`config.mk`:
```
export PLATFORM = sky130hd
export DESIGN_NAME = qlta_row_max
export DESIGN_NICKNAME = d
export VERILOG_FILES = /design/src/rtl/qlta_pkg.sv /design/src/rtl/qlta_row_max.sv
export SDC_FILE = /design/constraint.sdc
export NUM_CORES = 1
export LEC_CHECK = 0
export BUFFER_PORTS_ARGS = -buffer_cell sky130_fd_sc_hd__buf_2
export CAP_MARGIN = 20
export CORE_MARGIN = 2
export CORE_UTILIZATION = 45
export DETAILED_ROUTE_END_ITERATION = 8
export GPL_ROUTABILITY_DRIVEN = 0
export PLACE_DENSITY = 0.78
export SLEW_MARGIN = 20
export SYNTH_ARGS = -nofsm -noshare
export SYNTH_HDL_FRONTEND = slang
export SYNTH_SLANG_ARGS = --single-unit
```
`constraint.sdc`:
```
create_clock -name vclk -period 32.3
set_clock_uncertainty 0.05 [all_clocks]
set_input_delay 8.075 -clock vclk [all_inputs]
set_output_delay 8.075 -clock vclk [all_outputs]
set_load 0.02 [all_outputs]
```
`src/rtl/qlta_pkg.sv`:
```
`default_nettype none
package qlta_pkg;

  localparam int NUM_ACTIONS    = 4;
  localparam int ACT_W          = 2;
  localparam int Q_W            = 32;
  localparam int IDX_W          = 13;   // row*cols+col tops out at 63*127+63
  localparam int DEF_NUM_STATES = 1024;
  localparam int CFG_W          = 17;

  localparam logic [15:0] LR_RESET      = 16'd39322;
  localparam logic [16:0] DISC_RESET    = 17'd65536;
  localparam logic [15:0] HORIZON_RESET = 16'd10000;
  localparam logic [6:0]  COLS_RESET    = 7'd32;

  typedef enum logic [1:0] {
    CFG_LEARN_RATE = 2'd0,
    CFG_DISCOUNT   = 2'd1,
    CFG_HORIZON    = 2'd2,
    CFG_GRID_COLS  = 2'd3
  } cfg_idx_t;

  localparam logic CMD_CHOOSE = 1'b0;
  localparam logic CMD_LEARN  = 1'b1;

  typedef logic [NUM_ACTIONS-1:0][Q_W-1:0] q_row_t;

  typedef struct packed {
    logic we;
    logic re;
  } ram_ctl_t;

endpackage
`default_nettype wire

```
`src/rtl/qlta_row_max.sv`:
```
`default_nettype none
module qlta_row_max
  import qlta_pkg::*;
(
  input  q_row_t                 row,
  output logic signed [Q_W-1:0]  max_val,
  output logic [ACT_W-1:0]       best
);

  // strict compare keeps the first maximum
  always_comb begin
    max_val = $signed(row[0]);
    best    = '0;
    for (int j = 1; j < NUM_ACTIONS; j++) begin
      if ($signed(row[j]) > max_val) begin
        max_val = $signed(row[j]);
        best    = ACT_W'(j);
      end
    end
  end

endmodule
`default_nettype wire

```
==> results_dict.tcl <==
set metrics [dict create \
    status "finished clean" \
    cp_max_fo 63 \
    avgSynthCellArea_um2 6.94 \
    rows 35 \
    slew_violations 0 \
    syn_nets 830 \
    ys_warn_count 0 \
    post_cts_buffers 0 \
    final_cells 845 \
    worst_slew_pin_slew_ns 0.902 \
    hpwl_um 11700 \
    cp-end-kind "primary output" \
    n_clock_buffer 0 \
    dieArea_um2 10200 \
    rsz0062_at_grt "false" \
    viasPerCell 6.24 \
    finalNetCount 958 \
    grt_max_degree 64 \
    pin_count 162 \
    grt_antenna_before_repair 0 \
    syn-cell-area_um2 4220 \
    area_delta_synth_final_pct 19.7 \
    dp.cells 845 \
    timing.critical_path.slowest_stage_cell "and2_2" \
    firstDrtPassIters 5 \
    maxCapViolations 0 \
    io_buffers 162 \
    drive_gt1_frac 0.264 \
    fmax_ghz 0.0389 \
    drt_iter0_drc 511 \
    ys_seq_area_frac 0 \
    crit_path_start_kind "primary input" \
    core-area_um2 9150 \
    finalPower_mw 0.238 \
    vias 5275 \
    setup_violations 0 \
    synth_top_cell_by_area "ha_1" \
    die_height_um 101 \
    p_leak_nw 2.62 \
    vdd_drop_max_v 0.0000213 \
    grt_usage 0.260 \
    arrival_ns 17.56 \
    diodes 0 \
    hold_viol 0 \
    slowest_delay_ns 0.82 \
    route.antenna.remaining_nets 0 \
    post-place-ws_ns 5.99 \
    seq_area_um2 0 \
    fin_crit_sh 0.795 \
    fin_setup_tns_ns 0 \
    grt_pass1_wl_um 22400 \
    initial_core_util 0.461 \
    routed_wl_um 14200 \
    hold_buffers 0 \
    post-route-min-period_ns 25.68 \
    timing.final.ws_setup_ns 6.62 \
    criticalPathCategory "primary input to primary output" \
    yosys-top-cells-area "ha_1 (28%), a21oi_1 (7.6%), mux2i_1 (7.6%)" \
    synth_top_area_frac 0.279 \
    cts_resized 0 \
    slew_headroom 0.393 \
    die_x_um 101 \
    avgRoutedWirePerCell_um 16.8 \
    drc 0 \
    first_global_vias 4824 \
    power_density_nw_per_um2 47.2 \
    synth_cells 608 \
    grt.overflow.total 0 \
    place_area_um2 5040 \
    final_util 0.552 \
    crit_required_ns 24.17 \
    whs_ns 16.56 \
    yosysUniqueCellTypes 47 \
    seq_cells 0 \
    hp-class "primary input to primary output" \
    final_area_um2 5050 \
]
## worst max-delay path, delay by kind of cell
kind,cells,cell delay (ns)
mux,2,0.32
fa+ha+maj,3,0.99
buf+inv,6,1.29
simple gates,5,1.50
compound gates,19,5.35
## Yosys cell counts, types with 3 or more instances
library cell / number
nand3_1: 9
o21ai_1: 5
o211ai_1: 4
a221oi_1: 33
buf_2: 3
nand2_1: 55
nor2_1: 11
nor3_1: 36
o21bai_1: 3
clkbuf_1: 32
inv_1: 67
a21oi_1: 64
mux2i_1: 32
buf_6: 5
a211oi_1: 21
o21a_1: 4
nor4_1: 5
o21ai_0: 37
o31ai_1: 3
a21o_1: 21
ha_1: 94
nand4_1: 22
a211oi_2: 10
## logic make-up (layout without fill, tap and decap cells)
kind of cell | count (synthesis) | in the layout | share of synthesized area
adder cells (fa/ha/maj) | 94 | 94 | 0.279
buffers and inverters | 108 | 234 | 0.106
multiplexers | 33 | 33 | 0.0786
AND/OR/NAND/NOR | 151 | 151 | 0.173
AO/OA/AOI/OAI | 222 | 222 | 0.364
## cell type report
cell class / count / area [µm²]
Inverter: 67 / 251
Multi-Input combinational cell: 500 / 3810
Timing Repair Buffer: 167 / 848
Tap cell: 111 / 139
Fill cell: 895 / 4100
## where the power goes
group,internal (mW),switching [mW],total [mW]
registers,0,0,0
logic,0.0885,0.150,0.238
clock network,0,0,0
total,0.0885,0.150,0.238
## cell usage in the layout, fill, tap and decap left out, drive strengths merged, types with 9 or more instances in the layout
cell type | synthesis | routed
buf | 8 | 167
nand3 | 9 | 9
nor3 | 36 | 36
ha | 94 | 94
inv | 67 | 67
nand4 | 22 | 22
a221oi | 34 | 34
a21oi | 64 | 64
a211oi | 31 | 31
nor2 | 13 | 13
a21o | 21 | 21
mux2i | 32 | 32
nand2 | 55 | 55
o21ai | 42 | 42
## metal layers
layer  global-route usage  up-vias  share of wire
li1                     -     2569              -
met3               0.0104       39          0.079
met1                0.360     2410           0.43
met4               0.0443        0          0.022
met5                    0        -              0
met2                0.452      257           0.47
## path summary, 6_finish.rpt
path	start	to	slack [ns]	cells after the start
setup / recovery	row[14]	max_val[1]	6.62	35
hold / removal	row[84]	max_val[20]	16.56	4
(Power assumes the default switching activity.)
